### src/co2rfc_pkg.sv
// Shared types, codes and frame constants for the CO2 reply frame checker.
package co2rfc_pkg;

    localparam logic [2:0] OUT_OK           = 3'd0;
    localparam logic [2:0] OUT_PREHEAT      = 3'd1;
    localparam logic [2:0] OUT_SENSOR_ERR   = 3'd2;
    localparam logic [2:0] OUT_BAD_HEADER   = 3'd3;
    localparam logic [2:0] OUT_BAD_SUM      = 3'd4;
    localparam logic [2:0] OUT_ACK_MISMATCH = 3'd5;

    localparam logic [1:0] KIND_READING  = 2'd0;
    localparam logic [1:0] KIND_ZERO_ACK = 2'd1;
    localparam logic [1:0] KIND_BASE_ACK = 2'd2;

    localparam logic [2:0] LAST_READING = 3'd7;
    localparam logic [2:0] LAST_ACK     = 3'd3;
    localparam logic [2:0] POS_PPM_HI   = 3'd3;
    localparam logic [2:0] POS_PPM_LO   = 3'd4;
    localparam logic [2:0] POS_STATUS   = 3'd5;
    localparam logic [2:0] POS_EXTRA    = 3'd6;

    localparam logic [7:0] HDR_LEAD      = 8'h16;
    localparam logic [7:0] HDR_READ_CMD  = 8'h05;
    localparam logic [7:0] HDR_ACK_LEN   = 8'h01;
    localparam logic [7:0] HDR_READ_LEN  = 8'h01;
    localparam logic [7:0] HDR_ZERO_CMD  = 8'h03;
    localparam logic [7:0] HDR_BASE_CMD  = 8'h10;
    localparam logic [7:0] ACK_ZERO_SUM  = 8'hE6;
    localparam logic [7:0] ACK_BASE_SUM  = 8'hD9;

    typedef struct packed {
        logic [7:0] rx_byte;
        logic       frame_start;
    } t_beat;

    typedef struct packed {
        logic [2:0]  outcome;
        logic [15:0] co2_ppm;
        logic [7:0]  status_byte;
        logic [7:0]  extra_byte;
    } t_result;

    function automatic logic [1:0] kind_of(input logic [1:0] sel);
        logic [1:0] k;
        k = KIND_READING;
        if (sel == KIND_ZERO_ACK || sel == KIND_BASE_ACK) begin
            k = sel;
        end
        return k;
    endfunction

    function automatic logic [7:0] hdr_byte(input logic [1:0] kind, input logic [1:0] pos);
        logic [7:0] b;
        b = HDR_LEAD;
        unique case (pos)
            2'd0: b = HDR_LEAD;
            2'd1: b = (kind == KIND_READING) ? HDR_READ_CMD : HDR_ACK_LEN;
            2'd2: begin
                if (kind == KIND_ZERO_ACK) begin
                    b = HDR_ZERO_CMD;
                end else if (kind == KIND_BASE_ACK) begin
                    b = HDR_BASE_CMD;
                end else begin
                    b = HDR_READ_LEN;
                end
            end
            default: b = HDR_LEAD;
        endcase
        return b;
    endfunction

    function automatic logic [7:0] ack_last(input logic [1:0] kind);
        return (kind == KIND_BASE_ACK) ? ACK_BASE_SUM : ACK_ZERO_SUM;
    endfunction

endpackage

### src/co2rfc_byte_if.sv
// Handshake channel for received reply bytes.
interface co2rfc_byte_if;
    logic       valid;
    logic       ready;
    logic [7:0] rx_byte;
    logic       frame_start;

    modport source (output valid, output rx_byte, output frame_start, input ready);
    modport sink (input valid, input rx_byte, input frame_start, output ready);
endinterface

### src/co2rfc_result_if.sv
// Handshake channel for frame check results.
interface co2rfc_result_if;
    logic        valid;
    logic        ready;
    logic [2:0]  outcome;
    logic [15:0] co2_ppm;
    logic [7:0]  status_byte;
    logic [7:0]  extra_byte;

    modport source (output valid, output outcome, output co2_ppm, output status_byte,
                    output extra_byte, input ready);
    modport sink (input valid, input outcome, input co2_ppm, input status_byte,
                  input extra_byte, output ready);
endinterface

### src/co2rfc_in_stage.sv
// Input register stage holding one accepted byte beat.
module co2rfc_in_stage
    import co2rfc_pkg::*;
(
    input  logic  i_clk,
    input  logic  i_rst_n,
    input  logic  i_valid,
    input  t_beat i_beat,
    input  logic  i_advance,
    output logic  o_ready,
    output logic  o_valid,
    output t_beat o_beat
);

    logic  r_valid;
    t_beat r_beat;

    assign o_ready = !r_valid || i_advance;
    assign o_valid = r_valid;
    assign o_beat  = r_beat;

    always_ff @(posedge i_clk) begin
        if (!i_rst_n) begin
            r_valid <= 1'b0;
        end else if (o_ready) begin
            r_valid <= i_valid;
        end
    end

    always_ff @(posedge i_clk) begin
        if (o_ready && i_valid) begin
            r_beat <= i_beat;
        end
    end

endmodule

### src/co2rfc_frame_core.sv
// Frame tracking state, checksum, header check and outcome decode.
module co2rfc_frame_core
    import co2rfc_pkg::*;
(
    input  logic       i_clk,
    input  logic       i_rst_n,
    input  logic       i_step,
    input  t_beat      i_beat,
    input  logic [1:0] i_expected_reply,
    output logic       o_res_valid,
    output t_result    o_res
);

    logic [2:0]  r_pos, n_pos;
    logic        r_idle, n_idle;
    logic [7:0]  r_sum, n_sum;
    logic        r_hdr, n_hdr;
    logic [15:0] r_ppm, n_ppm;
    logic [7:0]  r_status, n_status;
    logic [7:0]  r_extra, n_extra;

    logic [1:0]  w_kind;
    logic [2:0]  w_last;
    logic [7:0]  w_neg_sum;
    logic [7:0]  w_b;

    assign w_kind = kind_of(i_expected_reply);
    assign w_last = (w_kind == KIND_READING) ? LAST_READING : LAST_ACK;
    assign w_b    = i_beat.rx_byte;

    always_comb begin
        n_pos       = r_pos;
        n_idle      = r_idle;
        n_sum       = r_sum;
        n_hdr       = r_hdr;
        n_ppm       = r_ppm;
        n_status    = r_status;
        n_extra     = r_extra;
        o_res_valid = 1'b0;
        o_res       = '0;
        w_neg_sum   = 8'd0;
        if (i_step && (i_beat.frame_start || !r_idle)) begin
            if (i_beat.frame_start) begin
                n_pos    = 3'd0;
                n_idle   = 1'b0;
                n_sum    = 8'd0;
                n_hdr    = 1'b1;
                n_ppm    = 16'd0;
                n_status = 8'd0;
                n_extra  = 8'd0;
            end
            w_neg_sum = 8'(8'd0 - n_sum);
            if (n_pos >= w_last) begin
                o_res_valid = 1'b1;
                if (w_kind == KIND_READING) begin
                    if (!n_hdr) begin
                        o_res.outcome = OUT_BAD_HEADER;
                    end else if (w_b != w_neg_sum) begin
                        o_res.outcome = OUT_BAD_SUM;
                    end else if (n_status == 8'd0) begin
                        o_res.outcome = OUT_OK;
                    end else if (n_status[0]) begin
                        o_res.outcome = OUT_PREHEAT;
                    end else begin
                        o_res.outcome = OUT_SENSOR_ERR;
                    end
                    o_res.co2_ppm     = n_ppm;
                    o_res.status_byte = n_status;
                    o_res.extra_byte  = n_extra;
                end else begin
                    o_res.outcome = (n_hdr && w_b == ack_last(w_kind)) ? OUT_OK
                                                                       : OUT_ACK_MISMATCH;
                end
                n_idle = 1'b1;
                n_pos  = 3'd0;
            end else begin
                n_sum = 8'(n_sum + w_b);
                if (n_pos < POS_PPM_HI) begin
                    if (w_b != hdr_byte(w_kind, n_pos[1:0])) begin
                        n_hdr = 1'b0;
                    end
                end else if (n_pos == POS_PPM_HI) begin
                    n_ppm[15:8] = w_b;
                end else if (n_pos == POS_PPM_LO) begin
                    n_ppm[7:0] = w_b;
                end else if (n_pos == POS_STATUS) begin
                    n_status = w_b;
                end else if (n_pos == POS_EXTRA) begin
                    n_extra = w_b;
                end
                n_pos = 3'(n_pos + 3'd1);
            end
        end
    end

    always_ff @(posedge i_clk) begin
        if (!i_rst_n) begin
            r_pos    <= 3'd0;
            r_idle   <= 1'b1;
            r_sum    <= 8'd0;
            r_hdr    <= 1'b1;
            r_ppm    <= 16'd0;
            r_status <= 8'd0;
            r_extra  <= 8'd0;
        end else begin
            r_pos    <= n_pos;
            r_idle   <= n_idle;
            r_sum    <= n_sum;
            r_hdr    <= n_hdr;
            r_ppm    <= n_ppm;
            r_status <= n_status;
            r_extra  <= n_extra;
        end
    end

endmodule

### src/co2rfc_out_stage.sv
// Result register driving the output channel.
module co2rfc_out_stage
    import co2rfc_pkg::*;
(
    input  logic    i_clk,
    input  logic    i_rst_n,
    input  logic    i_load,
    input  logic    i_res_valid,
    input  t_result i_res,
    input  logic    i_ready,
    output logic    o_advance,
    output logic    o_valid,
    output t_result o_res
);

    logic    r_valid;
    t_result r_res;

    assign o_advance = !r_valid || i_ready;
    assign o_valid   = r_valid;
    assign o_res     = r_res;

    always_ff @(posedge i_clk) begin
        if (!i_rst_n) begin
            r_valid <= 1'b0;
        end else if (o_advance) begin
            r_valid <= i_load && i_res_valid;
        end
    end

    always_ff @(posedge i_clk) begin
        if (o_advance && i_load && i_res_valid) begin
            r_res <= i_res;
        end
    end

endmodule

### src/co2_sensor_reply_frame_checker_unit.sv
// Top level of the CO2 sensor reply frame checker.
// Takes one reply byte per cycle while input ready is high. A byte goes into an input
// register and is checked against the running frame state as it leaves that register;
// a frame's result is loaded into the output register as its last byte leaves the input
// register. A result that waits to be taken holds the output register; one more byte can
// sit in the input register meanwhile, and input ready drops only while both are full.
// The expected reply register is written through i_cfg_wr_en/i_cfg_wr_data; the user must
// write it only while no byte or result is in flight, the block itself does not enforce it.
module co2_sensor_reply_frame_checker_unit
    import co2rfc_pkg::*;
(
    input  logic       i_clk,
    input  logic       i_rst_n,
    input  logic       i_cfg_wr_en,
    input  logic [1:0] i_cfg_wr_data,
    co2rfc_byte_if.sink     i_byte,
    co2rfc_result_if.source o_result
);

    logic [1:0] r_expected_reply;
    logic       w_advance;
    logic       w_beat_valid;
    t_beat      w_in_beat;
    t_beat      w_beat;
    logic       w_res_valid;
    t_result    w_res;
    t_result    w_out;

    always_ff @(posedge i_clk) begin
        if (!i_rst_n) begin
            r_expected_reply <= KIND_READING;
        end else if (i_cfg_wr_en) begin
            r_expected_reply <= i_cfg_wr_data;
        end
    end

    assign w_in_beat.rx_byte     = i_byte.rx_byte;
    assign w_in_beat.frame_start = i_byte.frame_start;

    co2rfc_in_stage u_in_stage (
        .i_clk     (i_clk),
        .i_rst_n   (i_rst_n),
        .i_valid   (i_byte.valid),
        .i_beat    (w_in_beat),
        .i_advance (w_advance),
        .o_ready   (i_byte.ready),
        .o_valid   (w_beat_valid),
        .o_beat    (w_beat)
    );

    co2rfc_frame_core u_frame_core (
        .i_clk            (i_clk),
        .i_rst_n          (i_rst_n),
        .i_step           (w_beat_valid && w_advance),
        .i_beat           (w_beat),
        .i_expected_reply (r_expected_reply),
        .o_res_valid      (w_res_valid),
        .o_res            (w_res)
    );

    co2rfc_out_stage u_out_stage (
        .i_clk       (i_clk),
        .i_rst_n     (i_rst_n),
        .i_load      (w_beat_valid),
        .i_res_valid (w_res_valid),
        .i_res       (w_res),
        .i_ready     (o_result.ready),
        .o_advance   (w_advance),
        .o_valid     (o_result.valid),
        .o_res       (w_out)
    );

    assign o_result.outcome     = w_out.outcome;
    assign o_result.co2_ppm     = w_out.co2_ppm;
    assign o_result.status_byte = w_out.status_byte;
    assign o_result.extra_byte  = w_out.extra_byte;

    a_result_from_beat: assert property (@(posedge i_clk) disable iff (!i_rst_n)
        $rose(o_result.valid) |-> $past(w_beat_valid))
        else $error("result appeared without a byte beat in the input register");

    a_outcome_range: assert property (@(posedge i_clk) disable iff (!i_rst_n)
        o_result.valid |-> o_result.outcome <= OUT_ACK_MISMATCH)
        else $error("outcome code out of range");

    a_ack_fields_zero: assert property (@(posedge i_clk) disable iff (!i_rst_n)
        (o_result.valid && o_result.outcome == OUT_ACK_MISMATCH) |->
        (o_result.co2_ppm == 16'd0 && o_result.status_byte == 8'd0
         && o_result.extra_byte == 8'd0))
        else $error("ack result carries reading fields");

    a_stall_holds_beat: assert property (@(posedge i_clk) disable iff (!i_rst_n)
        (w_beat_valid && !w_advance) |=> (w_beat_valid && $stable(w_beat)))
        else $error("stalled byte beat lost");

endmodule
### src/flat_wrapper.sv
// flat-port wrapper written by rule: the top's interface ports become plain ports
module co2_sensor_reply_frame_checker_unit_flat import co2rfc_pkg::*;
  (i_clk, i_rst_n, i_cfg_wr_en, i_cfg_wr_data, i_byte_valid, i_byte_rx_byte, i_byte_frame_start, i_byte_ready, o_result_valid, o_result_outcome, o_result_co2_ppm, o_result_status_byte, o_result_extra_byte, o_result_ready);
  co2rfc_byte_if i_byte_i ();
  co2rfc_result_if o_result_i ();
  input  logic i_clk;
  input  logic i_rst_n;
  input  logic i_cfg_wr_en;
  input  logic [1:0] i_cfg_wr_data;
  input wire logic [$bits(i_byte_i.valid)-1:0] i_byte_valid;
  input wire logic [$bits(i_byte_i.rx_byte)-1:0] i_byte_rx_byte;
  input wire logic [$bits(i_byte_i.frame_start)-1:0] i_byte_frame_start;
  output wire logic [$bits(i_byte_i.ready)-1:0] i_byte_ready;
  output wire logic [$bits(o_result_i.valid)-1:0] o_result_valid;
  output wire logic [$bits(o_result_i.outcome)-1:0] o_result_outcome;
  output wire logic [$bits(o_result_i.co2_ppm)-1:0] o_result_co2_ppm;
  output wire logic [$bits(o_result_i.status_byte)-1:0] o_result_status_byte;
  output wire logic [$bits(o_result_i.extra_byte)-1:0] o_result_extra_byte;
  input wire logic [$bits(o_result_i.ready)-1:0] o_result_ready;
  assign i_byte_i.valid = i_byte_valid;
  assign i_byte_i.rx_byte = i_byte_rx_byte;
  assign i_byte_i.frame_start = i_byte_frame_start;
  assign i_byte_ready = i_byte_i.ready;
  assign o_result_valid = o_result_i.valid;
  assign o_result_outcome = o_result_i.outcome;
  assign o_result_co2_ppm = o_result_i.co2_ppm;
  assign o_result_status_byte = o_result_i.status_byte;
  assign o_result_extra_byte = o_result_i.extra_byte;
  assign o_result_i.ready = o_result_ready;
  co2_sensor_reply_frame_checker_unit u_core (.i_clk(i_clk), .i_rst_n(i_rst_n), .i_cfg_wr_en(i_cfg_wr_en), .i_cfg_wr_data(i_cfg_wr_data), .i_byte(i_byte_i), .o_result(o_result_i));
endmodule
### config.mk
export PLATFORM = sky130hd
export DESIGN_NAME = co2_sensor_reply_frame_checker_unit_flat
export DESIGN_NICKNAME = d
export VERILOG_FILES = /design/src/co2rfc_pkg.sv /design/src/co2rfc_byte_if.sv /design/src/co2rfc_result_if.sv /design/src/co2rfc_in_stage.sv /design/src/co2rfc_frame_core.sv /design/src/co2rfc_out_stage.sv /design/src/co2_sensor_reply_frame_checker_unit.sv /design/src/flat_wrapper.sv
export SDC_FILE = /design/constraint.sdc
export NUM_CORES = 1
export LEC_CHECK = 0
export BUFFER_PORTS_ARGS = -buffer_cell sky130_fd_sc_hd__clkbuf_2
export CAP_MARGIN = 0
export CORE_MARGIN = 2
export CORE_UTILIZATION = 50
export DETAILED_ROUTE_END_ITERATION = 8
export GPL_TIMING_DRIVEN = 1
export PLACE_DENSITY = 0.7
export SYNTH_ARGS = -nofsm -noshare
export SYNTH_HDL_FRONTEND = slang
export SYNTH_SLANG_ARGS = --single-unit
### constraint.sdc
create_clock -name i_clk -period 7.25 [get_ports i_clk]
set_input_delay 1.0875 -clock i_clk [delete_from_list [all_inputs] [get_ports i_clk]]
set_output_delay 1.0875 -clock i_clk [all_outputs]
set_load 0.05 [all_outputs]
# ---- Word-level counts from Yosys, hierarchy flattened
# Cells that the tools add are included.
dict set report word_totals {
  out_inout_bits 37
  in_bits 16
  regBits 93
}
dict set report classes {
  n_eq_ne 13
  n_lt_le_gt_ge 2
  muxes 51
  n_reduce_logical 19
  addsub 3
}
# operator count
set op_table {}
lappend op_table {{$mux W8} 23}
lappend op_table {{$mux W16} 3}
lappend op_table {{$mux W3} 10}
lappend op_table {{$ne A8 B8 Y1} 2}
lappend op_table {{$mux W5} 2}
lappend op_table {{$pmux W5 S2} 1}
lappend op_table {{$eq A3 B3 Y1 const B} 3}
lappend op_table {{$mux W1} 9}
lappend op_table {{$add A8 B8 Y8} 1}
lappend op_table {{$eq A8 B8 Y1} 1}
lappend op_table {{$logic_not A8 Y1} 1}
lappend op_table {{$sub A1 B8 Y8 const A} 1}
lappend op_table {{$eq A2 B1 Y1 const B} 3}
lappend op_table {{$eq A2 B2 Y1 const B} 3}
lappend op_table {{$logic_and A1 B1 Y1} 6}
lappend op_table {{$mux W6} 1}
lappend op_table {{$logic_or A1 B1 Y1} 4}
lappend op_table {{$mux W2} 2}
lappend op_table {{$reduce_and A2 Y1} 2}
lappend op_table {{$add A3 B1 Y3 const B} 1}
lappend op_table {{$eq A3 B2 Y1 const B} 1}
lappend op_table {{$ge A3 B3 Y1} 1}
lappend op_table {{$logic_not A1 Y1} 3}
lappend op_table {{$lt A3 B2 Y1 const B} 1}
lappend op_table {{other kinds (3)} 3}

# ---- Depth between registers and ports, before layout
# Gate-level depths: netlist of run 1.
dict set report depth {
  word_depth 14
  ltp_mapped 11
  depth_no_buf 9
}

# ---- Modules after synthesis
# Synthesis of run 1 repeated with hierarchy kept, for this count alone.
dict set report unflattened {
  cells_unflattened 423
  hier_area_um2 4533.1
}
# mod seq_area_each_um2 cells_each area_each_um2 instances
set modules_own_cells {}
lappend modules_own_cells {co2rfc_frame_core 900.9 362 3010.4 1}
lappend modules_own_cells {co2rfc_out_stage 1071.0 40 1116.1 1}
lappend modules_own_cells {co2rfc_in_stage 290.3 14 327.8 1}
lappend modules_own_cells {co2_sensor_reply_frame_checker_unit 40.0 7 78.8 1}

# ---- Least setup slack after synthesis of run 1
# Ideal clock, no wire load.
dict set report synth_timing {
  kind {input port to flip-flop}
  startpoint {input o_result_ready}
  endpoint {register u_core.u_out_stage.r_res, in the netlist u_core.u_out_stage.o_res[32] (data pin)}
  cell_stages 6
  t_arrival_ns 3.851
  path_slack_ns 3.208
  cell_sequence {nand2b_1 nand3_1 clkbuf_1 nor2_1 o41ai_1 o41ai_1}
}
dict set report synth_between {
  elab_chain_cells 4
}
# item line
set synth_rtl {}
lappend synth_rtl {{start: declaration} flat_wrapper.sv:19} ;# input wire logic [$bits(o_result_i.ready)-1:0] o_result_ready;
lappend synth_rtl {{$logic_or A1 B1 Y1} co2rfc_out_stage.sv:19} ;# assign o_advance = !r_valid || i_ready;
lappend synth_rtl {{$logic_and A1 B1 Y1} co2_sensor_reply_frame_checker_unit.sv:54} ;# .i_step (w_beat_valid && w_advance),
lappend synth_rtl {{$logic_and A1 B1 Y1} co2rfc_frame_core.sv:42} ;# if (i_step && (i_beat.frame_start || !r_idle)) begin
lappend synth_rtl {{$reduce_and A2 Y1 (no source line)} --}
lappend synth_rtl {{end signal: assignment} co2rfc_out_stage.sv:33} ;# r_res <= i_res;
lappend synth_rtl {{end: declaration} co2rfc_out_stage.sv:17} ;# t_result r_res;
# No other way between the ends.
# A chain may end at the register's enable or synchronous reset.

# ---- Worst setup path in the final report of run 1
dict set report layout_timing {
  startpoint {register u_core.u_in_stage.r_beat, in the netlist u_core.u_in_stage.o_beat[0]}
  endpoint {register u_core.u_out_stage.r_res, in the netlist u_core.u_out_stage.o_res[32] (data pin)}
}
dict set report layout_between {
  elab_chain_cells 7
}
# item line
set layout_rtl {}
lappend layout_rtl {{start: declaration} co2rfc_in_stage.sv:16} ;# t_beat r_beat;
lappend layout_rtl {{start signal: assignment} co2rfc_in_stage.sv:32} ;# r_beat <= i_beat;
lappend layout_rtl {{$mux W8} co2rfc_frame_core.sv:43} ;# if (i_beat.frame_start) begin
lappend layout_rtl {{$mux W8} co2rfc_frame_core.sv:42}
lappend layout_rtl {{$sub A1 B8 Y8, or another cell as far along} co2rfc_frame_core.sv:52} ;# w_neg_sum = 8'(8'd0 - n_sum);
lappend layout_rtl {{$ne A8 B8 Y1 or $mux W3 (tied branches)} {co2rfc_frame_core.sv:58, co2rfc_frame_core.sv:60}}
lappend layout_rtl {{$mux W3} co2rfc_frame_core.sv:58} ;# end else if (w_b != w_neg_sum) begin
lappend layout_rtl {{$mux W3} co2rfc_frame_core.sv:56} ;# if (!n_hdr) begin
lappend layout_rtl {{$mux W3} co2rfc_frame_core.sv:55} ;# if (w_kind == KIND_READING) begin
# Several ways; a longest one is shown, not always the timed one. The select of a mux whose other input is x is not followed.

==> run metrics, run 1 <==
Slew Viols, Final 0; ys flop type dfxtp_1; worst ir drop on vdd approximately 0.00011 V; root buffer cell clkbuf_8; initial antenna violation count 0; Reg clk slew, reported paths about 0.1 ns; Setup crit end u_core.u_out_stage.o_res[32]$_SDFFCE_PN0P_; Synth Warn # 0; DR pass1 iterations 5; CTS Buf Count 9; Layout area overhead 11.7%; first-pass GRT wire length 15.8 mm; Hold WC Path Type reg2reg; RSZ-0062 raised after global routing no; Die H just under 100 um; FF-to-FF setup slack between 3 and 4 ns; post-synthesis sequential area ratio 0.532; Starting Density 0.521; PD cells between 200 and 250 mW/mm^2; fin crit period approximately 3.4 ns; critical setup path kind reg2reg; worst r2r dst u_core.u_out_stage.o_res[32]$_SDFFCE_PN0P_; Slew HR 0.322; outcome finished clean; Vias per Instance between 5 and 6; Mapped Area approximately 0.0043 mm^2; die area 0.00941 mm^2; clk sinks 93; FFs w/ async S/R, synth 0; Synth Instances 427; vias in the first global route between 3000 and 4000; CTS tree built; Worst setup SP type register; leakage power approximately 1.8 nW; Iteration-0 DRC Markers 251; DP Wirelength between 6 and 7 mm; row cnt 33; Setup-failing EPs final 0; drt drc 0; CTS resizes 0; Mean Syn Cell Area 10.1 um^2; PortBufs 52; Routed WL 9.35 mm; pre-CTS setup slack approximately 3.6 ns; period utilization 0.471; Die W 97.0 um; overall routing resource usage 0.208; Inserted Diodes 0; Post-CTS Setup Inserts 0; Post-Route Utilization 0.582; clock latency on the worst-skew pair about 0.38 ns; layout cells sized above 1 0.175; EDFF count, synth 44; crit path launch u_core.u_in_stage.o_beat[0]$_DFFE_PP_; Max Freq 0.293 GHz; setup_tns 0 ns; Max clock buf depth 2; flops & latches, synth just over 90; grt ovf 0; Reg2Reg Launch Point u_core.u_in_stage.o_beat[0]$_DFFE_PP_; Ports 53; core footprint slightly above 0.008 mm^2; arrival time at the worst endpoint 3.59 ns; crit path max fanout 37; clock skew about 0.015 ns; fin nets between 400 and 500; largest net degree at the start of global routing 47; FF-to-FF path depth 9; # H-tree levels 3; crit end category register; via count approximately 3300; CTS Hold Bufs 0; Tightest Pin Transition between 1 and 1.5 ns; unique cell type count in the Yosys netlist 58; count of final hold-check violations 0; post-route setup slack around 3.8 ns; Post-DRT Antenna Nets 0; drt wl/cell approximately 16 um; required time of the critical path ~7.4 ns; Synth Net Count between 400 and 500; Max Cap Violations 0; routability cong. slightly below 0.9
-- through the flow --
step	power, mW	cell area (um^2)	instances	hold slack (ns)
2_1_floorplan	0.640	4330	427	0.454
3_3_place_gp	0.662	4650	562	0.471
3_5_place_dp	0.664	4650	562	0.477
4_1_cts	0.982	4830	578	0.503
5_1_grt	1.02	4830	578	0.523
6_report	0.979	4830	578	0.498
-- kinds of logic after synthesis --
group,share of synthesized area
AOI/OAI and AO/OA,0.157
adders and majority gates,0.0347
DFF,0.532
buffers and inverters,0.0315
and+or+nand+nor,0.214
muxes,0.00463
xor gates and xnor gates,0.0263
-- layout make-up --
cell class                      instances  area, um^2
Clock buffer                            9         124
Sequential cell                        93        2300
Clock inverter                          7        56.3
Inverter                               11        41.3
Timing Repair Buffer                   54         275
Fill cell                             712        3470
Tap cell                              105         131
Multi-Input combinational cell        299        1900
-- metal layers --
metal / vias up / track usage / part of all wire
li1: 1629 / - / -
met1: 1594 / 0.287 / 0.45
met2: 110 / 0.326 / 0.47
met3: 15 / 0.0426 / 0.061
met4: 0 / 0.0769 / 0.018
met5: - / 0 / 0
-- placed cells by master (no fill, tap or decap), types with 2 or more instances in the layout --
| cell | instances |
|---|---|
| nor3_1 | 10 |
| or3_1 | 2 |
| buf_4 | 2 |
| o21ai_1 | 4 |
| nand2_1 | 22 |
| o31a_1 | 2 |
| nand3b_1 | 2 |
| a21oi_1 | 20 |
| a22oi_1 | 35 |
| nand3_1 | 5 |
| nor2b_1 | 4 |
| ha_1 | 12 |
| nor2_1 | 56 |
| nor4_1 | 9 |
| and3b_1 | 2 |
| inv_1 | 10 |
| mux2i_1 | 2 |
| o21a_1 | 2 |
| nand2b_1 | 5 |
| clkbuf_2 | 52 |
| or3b_2 | 3 |
| o41ai_1 | 2 |
| xor2_1 | 3 |
| o21ai_0 | 14 |
| o211ai_1 | 2 |
| clkinvlp_4 | 2 |
| and2_1 | 32 |
| dfxtp_1 | 49 |
| clkbuf_8 | 9 |
| nor2_4 | 3 |
| xnor2_1 | 10 |
| and3_1 | 5 |
| a31oi_1 | 5 |
| inv_6 | 3 |
| edfxtp_1 | 44 |
| a21o_1 | 3 |
-- registers in the layout, summed over array words and instances (netlist names) --
signal	count
u_core.u_frame_core.r_pos	3
u_core.r_expected_reply	2
u_core.u_in_stage.o_valid	1
u_core.u_frame_core.r_hdr	1
u_core.u_frame_core.r_ppm	16
u_core.u_frame_core.r_status	8
u_core.u_out_stage.o_res	35
u_core.u_frame_core.r_sum	8
u_core.u_frame_core.r_idle	1
u_core.u_out_stage.o_valid	1
u_core.u_frame_core.r_extra	8
u_core.u_in_stage.o_beat	9
-- cells in the mapped netlist, types with 3 or more instances --
cell type	n	area [um^2]
a21o_1	3	22.5
a21oi_1	20	100
a22oi_1	35	263
a31oi_1	5	31.3
and2_1	32	200
and3_1	5	31.3
buf_1	4	15.0
buf_2	3	15.0
clkbuf_1	16	60.1
dfxtp_1	49	981
edfxtp_1	44	1320
ha_1	12	150
inv_1	10	37.5
nand2_1	22	82.6
nand2b_1	5	31.3
nand3_1	5	25.0
nor2_1	57	214
nor2b_1	4	25.0
nor3_1	10	50.1
nor4_1	10	62.6
o21ai_0	14	70.1
o21ai_1	4	20.0
or3b_2	3	26.3
xnor2_1	10	87.6
xor2_1	3	26.3
-- worst max-delay path: stages (launching register included) --
cell and delay [ns]:
edfxtp_1 0.33, buf_4 0.34, inv_1 0.22, nand2_1 0.22
inv_1 0.07, ha_1 0.31, a21oi_2 0.13, nor2_4 0.81
o41ai_1 0.36, o41ai_1 0.41
-- power by group --
group          total, mW  internal, mW  switching (mW)  leakage (nW)
clock network      0.326         0.129           0.196        0.0862
registers          0.577         0.554          0.0226         0.839
logic             0.0762        0.0315          0.0448         0.919
total              0.979         0.715           0.264          1.84
-- how the worst min path moves through the flow --
stage	start	end	slack (ns)	depth (start not counted)
finish	u_core.u_frame_core.r_ppm[11]$_SDFFE_PN0P_	u_core.u_frame_core.r_ppm[11]$_SDFFE_PN0P_	0.50	2
global route	u_core.u_frame_core.r_ppm[14]$_SDFFE_PN0P_	u_core.u_frame_core.r_ppm[14]$_SDFFE_PN0P_	0.52	2
floorplan	u_core.u_frame_core.r_idle$_SDFFE_PN1P_	u_core.u_frame_core.r_idle$_SDFFE_PN1P_	0.45	2
CTS	u_core.u_frame_core.r_ppm[11]$_SDFFE_PN0P_	u_core.u_frame_core.r_ppm[11]$_SDFFE_PN0P_	0.50	2
global placement	u_core.u_frame_core.r_ppm[9]$_SDFFE_PN0P_	u_core.u_frame_core.r_ppm[9]$_SDFFE_PN0P_	0.47	2
detailed placement	u_core.u_frame_core.r_ppm[11]$_SDFFE_PN0P_	u_core.u_frame_core.r_ppm[11]$_SDFFE_PN0P_	0.48	2
(Power assumes the default switching activity.)
==> run 2, diff against run 1 <==
==> constraint.sdc (replaced) <==
create_clock -name i_clk -period 3.6 [get_ports i_clk]
set_input_delay 0.54 -clock i_clk [delete_from_list [all_inputs] [get_ports i_clk]]
set_output_delay 0.54 -clock i_clk [all_outputs]
set_load 0.05 [all_outputs]
==> run 2 against run 1 <==
Combinational power increased by 120%; die area unchanged; non-clock buffer count increased by 4; count of clock-buffer cells in the layout unchanged; clock skew decreased by 0.0059 ns.
==> run metrics, run 2 (synthesized netlist as in run 1, its figures left out) <==
routability cong. 0.878 (-1.7%); # H-tree levels 3 (unchanged); largest net degree at the start of global routing 47 (unchanged); critical setup path kind reg2reg; Buf/Inv on CP 2 (-1); Worst setup SP type register; drt wl/cell 16.4 um (+1.6%); Iteration-0 DRC Markers 264 (+5.2%); min-delay src i_byte_rx_byte[3]; fin crit period 3.03 ns (-0.389 ns); Post-Route Utilization 0.587 (+0.00497); Max clock buf depth 2 (unchanged); Max Cap Violations 0 (unchanged); non-filler cells, final 582 (+0.69%); core footprint 0.00830 mm^2 (unchanged); Slew Viols, Final 0 (unchanged); crit end category register; arrival time at the worst endpoint 3.21 ns (-0.38 ns); Reg clk slew, reported paths 0.10 ns (about the same); Post-DRT Antenna Nets 0 (unchanged); Hold WS 0.334 ns (-0.164 ns); PortBufs 52 (unchanged); pre-CTS setup slack 0.543 ns (-3.04 ns); count of final hold-check violations 0 (unchanged); CP max stage cell nor2_4; clock skew 0.00924 ns (-0.00586 ns); via count 3406 (+1.7%); Overall Power 2.01 mW (+100%); Sequential Power Share 0.575 (-0.014); clock latency on the worst-skew pair 0.37 ns (about the same); crit-path max cell delay 0.80 ns (about the same); Setup-failing EPs final 0 (unchanged); Ports 53 (unchanged); layout cells sized above 1 0.184 (+0.00901); CTS resizes 0 (unchanged); CTS Hold Bufs 0 (unchanged); RSZ-0062 raised after global routing no; Die H 97.0 um (unchanged); Die W 97.0 um (unchanged); Inserted Diodes 0 (unchanged); grt ovf 0 (unchanged); Reg2Reg Launch Point u_core.r_expected_reply[0]$_SDFFE_PN0P_; P_sw 553 uW (+110%); commonest non-fill, non-tap cells in the layout nor2_1 (56), clkbuf_2 (52), dfxtp_1 (49); initial antenna violation count 0 (unchanged); met2 WL 4.45 mm (+1.5%); Clock power frac 0.341 (+0.008); Max Freq 0.330 GHz (+13%); WL met1 4.41 mm (+4.7%); design area 0.00487 mm^2 (+0.85%); setup_tns 0 ns (unchanged); fin nets 500 (+0.81%); worst ir drop on vdd 0.000218 V (+91%); crit-path cells inv_1, ha_1, inv_1, ha_1, a21oi_2, nor2_4, o41ai_1, o41ai_1; Tightest Pin Transition 0.999 ns (-0.0151 ns); Layout area overhead 12.6%; root buffer cell clkbuf_8; DR WL met3 510 um (-11%); PD cells 412 mW/mm^2 (+100%); Routed WL 9.56 mm (+2.3%); Post-CTS Setup Inserts 0 (unchanged); Hold WC Path Type in2reg; post-route setup slack 0.571 ns (-3.26 ns); vias in the first global route 3094 (+0.85%); top sig layer met4; drt drc 0 (unchanged); DR pass1 iterations 5 (unchanged); Int Pwr 1.45 mW (+100%); leakage power 1.87 nW (+1.6%); row cnt 33 (unchanged); required time of the critical path 3.78 ns (-3.64 ns); DP Wirelength 6.37 mm (+1.5%); period utilization 0.841 (+0.370); max reg flops 35 (unchanged); Comb pwr share 0.084 (+0.006); switching share of total power 0.276 (+0.00659); crit path max fanout 37 (unchanged); crit path launch u_core.r_expected_reply[0]$_SDFFE_PN0P_; commonest non-fill, non-tap cell in the layout nor2_1; overall routing resource usage 0.205 (-0.00366); dpl cells 566 (+0.71%); clk sinks 93 (unchanged); first-pass GRT wire length 15.5 mm (-1.8%); Area after DPL 0.00468 mm^2 (+0.65%); CTS Buf Count 9 (unchanged); die area 0.00941 mm^2 (unchanged); CTS tree built; CP delay by family, top compound AO/OA/AOI/OAI gates; Starting Density 0.521 (unchanged); Vias per Instance 5.85 (+1.0%); outcome finished clean; Slew HR 0.332 (+0.0101)
==> run 2: worst paths after layout <==
check	end	slack, ns	cells after the start
min	u_core.u_in_stage.o_beat[4]$_DFFE_PP_	0.33	1
min reg2reg	u_core.u_frame_core.r_ppm[11]$_SDFFE_PN0P_	0.50	2
max reg2reg	u_core.u_out_stage.o_res[32]$_SDFFCE_PN0P_	0.57	8
max	u_core.u_out_stage.o_res[32]$_SDFFCE_PN0P_	0.57	8
==> run 2: area by class of cell <==
cell class / instances / area (um^2)
Clock buffer: 9 / 124
Sequential cell: 93 / 2300
Clock inverter: 7 / 67.6
Fill cell: 733 / 3430
Timing Repair Buffer: 58 / 305
Inverter: 11 / 41.3
Tap cell: 105 / 131
Multi-Input combinational cell: 299 / 1900
==> run 2: power groups by stage <==
stage	sequential (mW)	clock, mW	combinational [mW]
after floorplan	1.15	0	0.138
after global placement	1.17	0	0.162
after detailed placement	1.18	0	0.166
after CTS	1.15	0.698	0.166
after global routing	1.16	0.732	0.187
final	1.15	0.684	0.169
==> run 2: metal layers <==
layer	GRT usage	up-vias
met3	0.0325	18
met1	0.286	1628
li1	-	1641
met5	0	-
met2	0.319	119
met4	0.0834	0
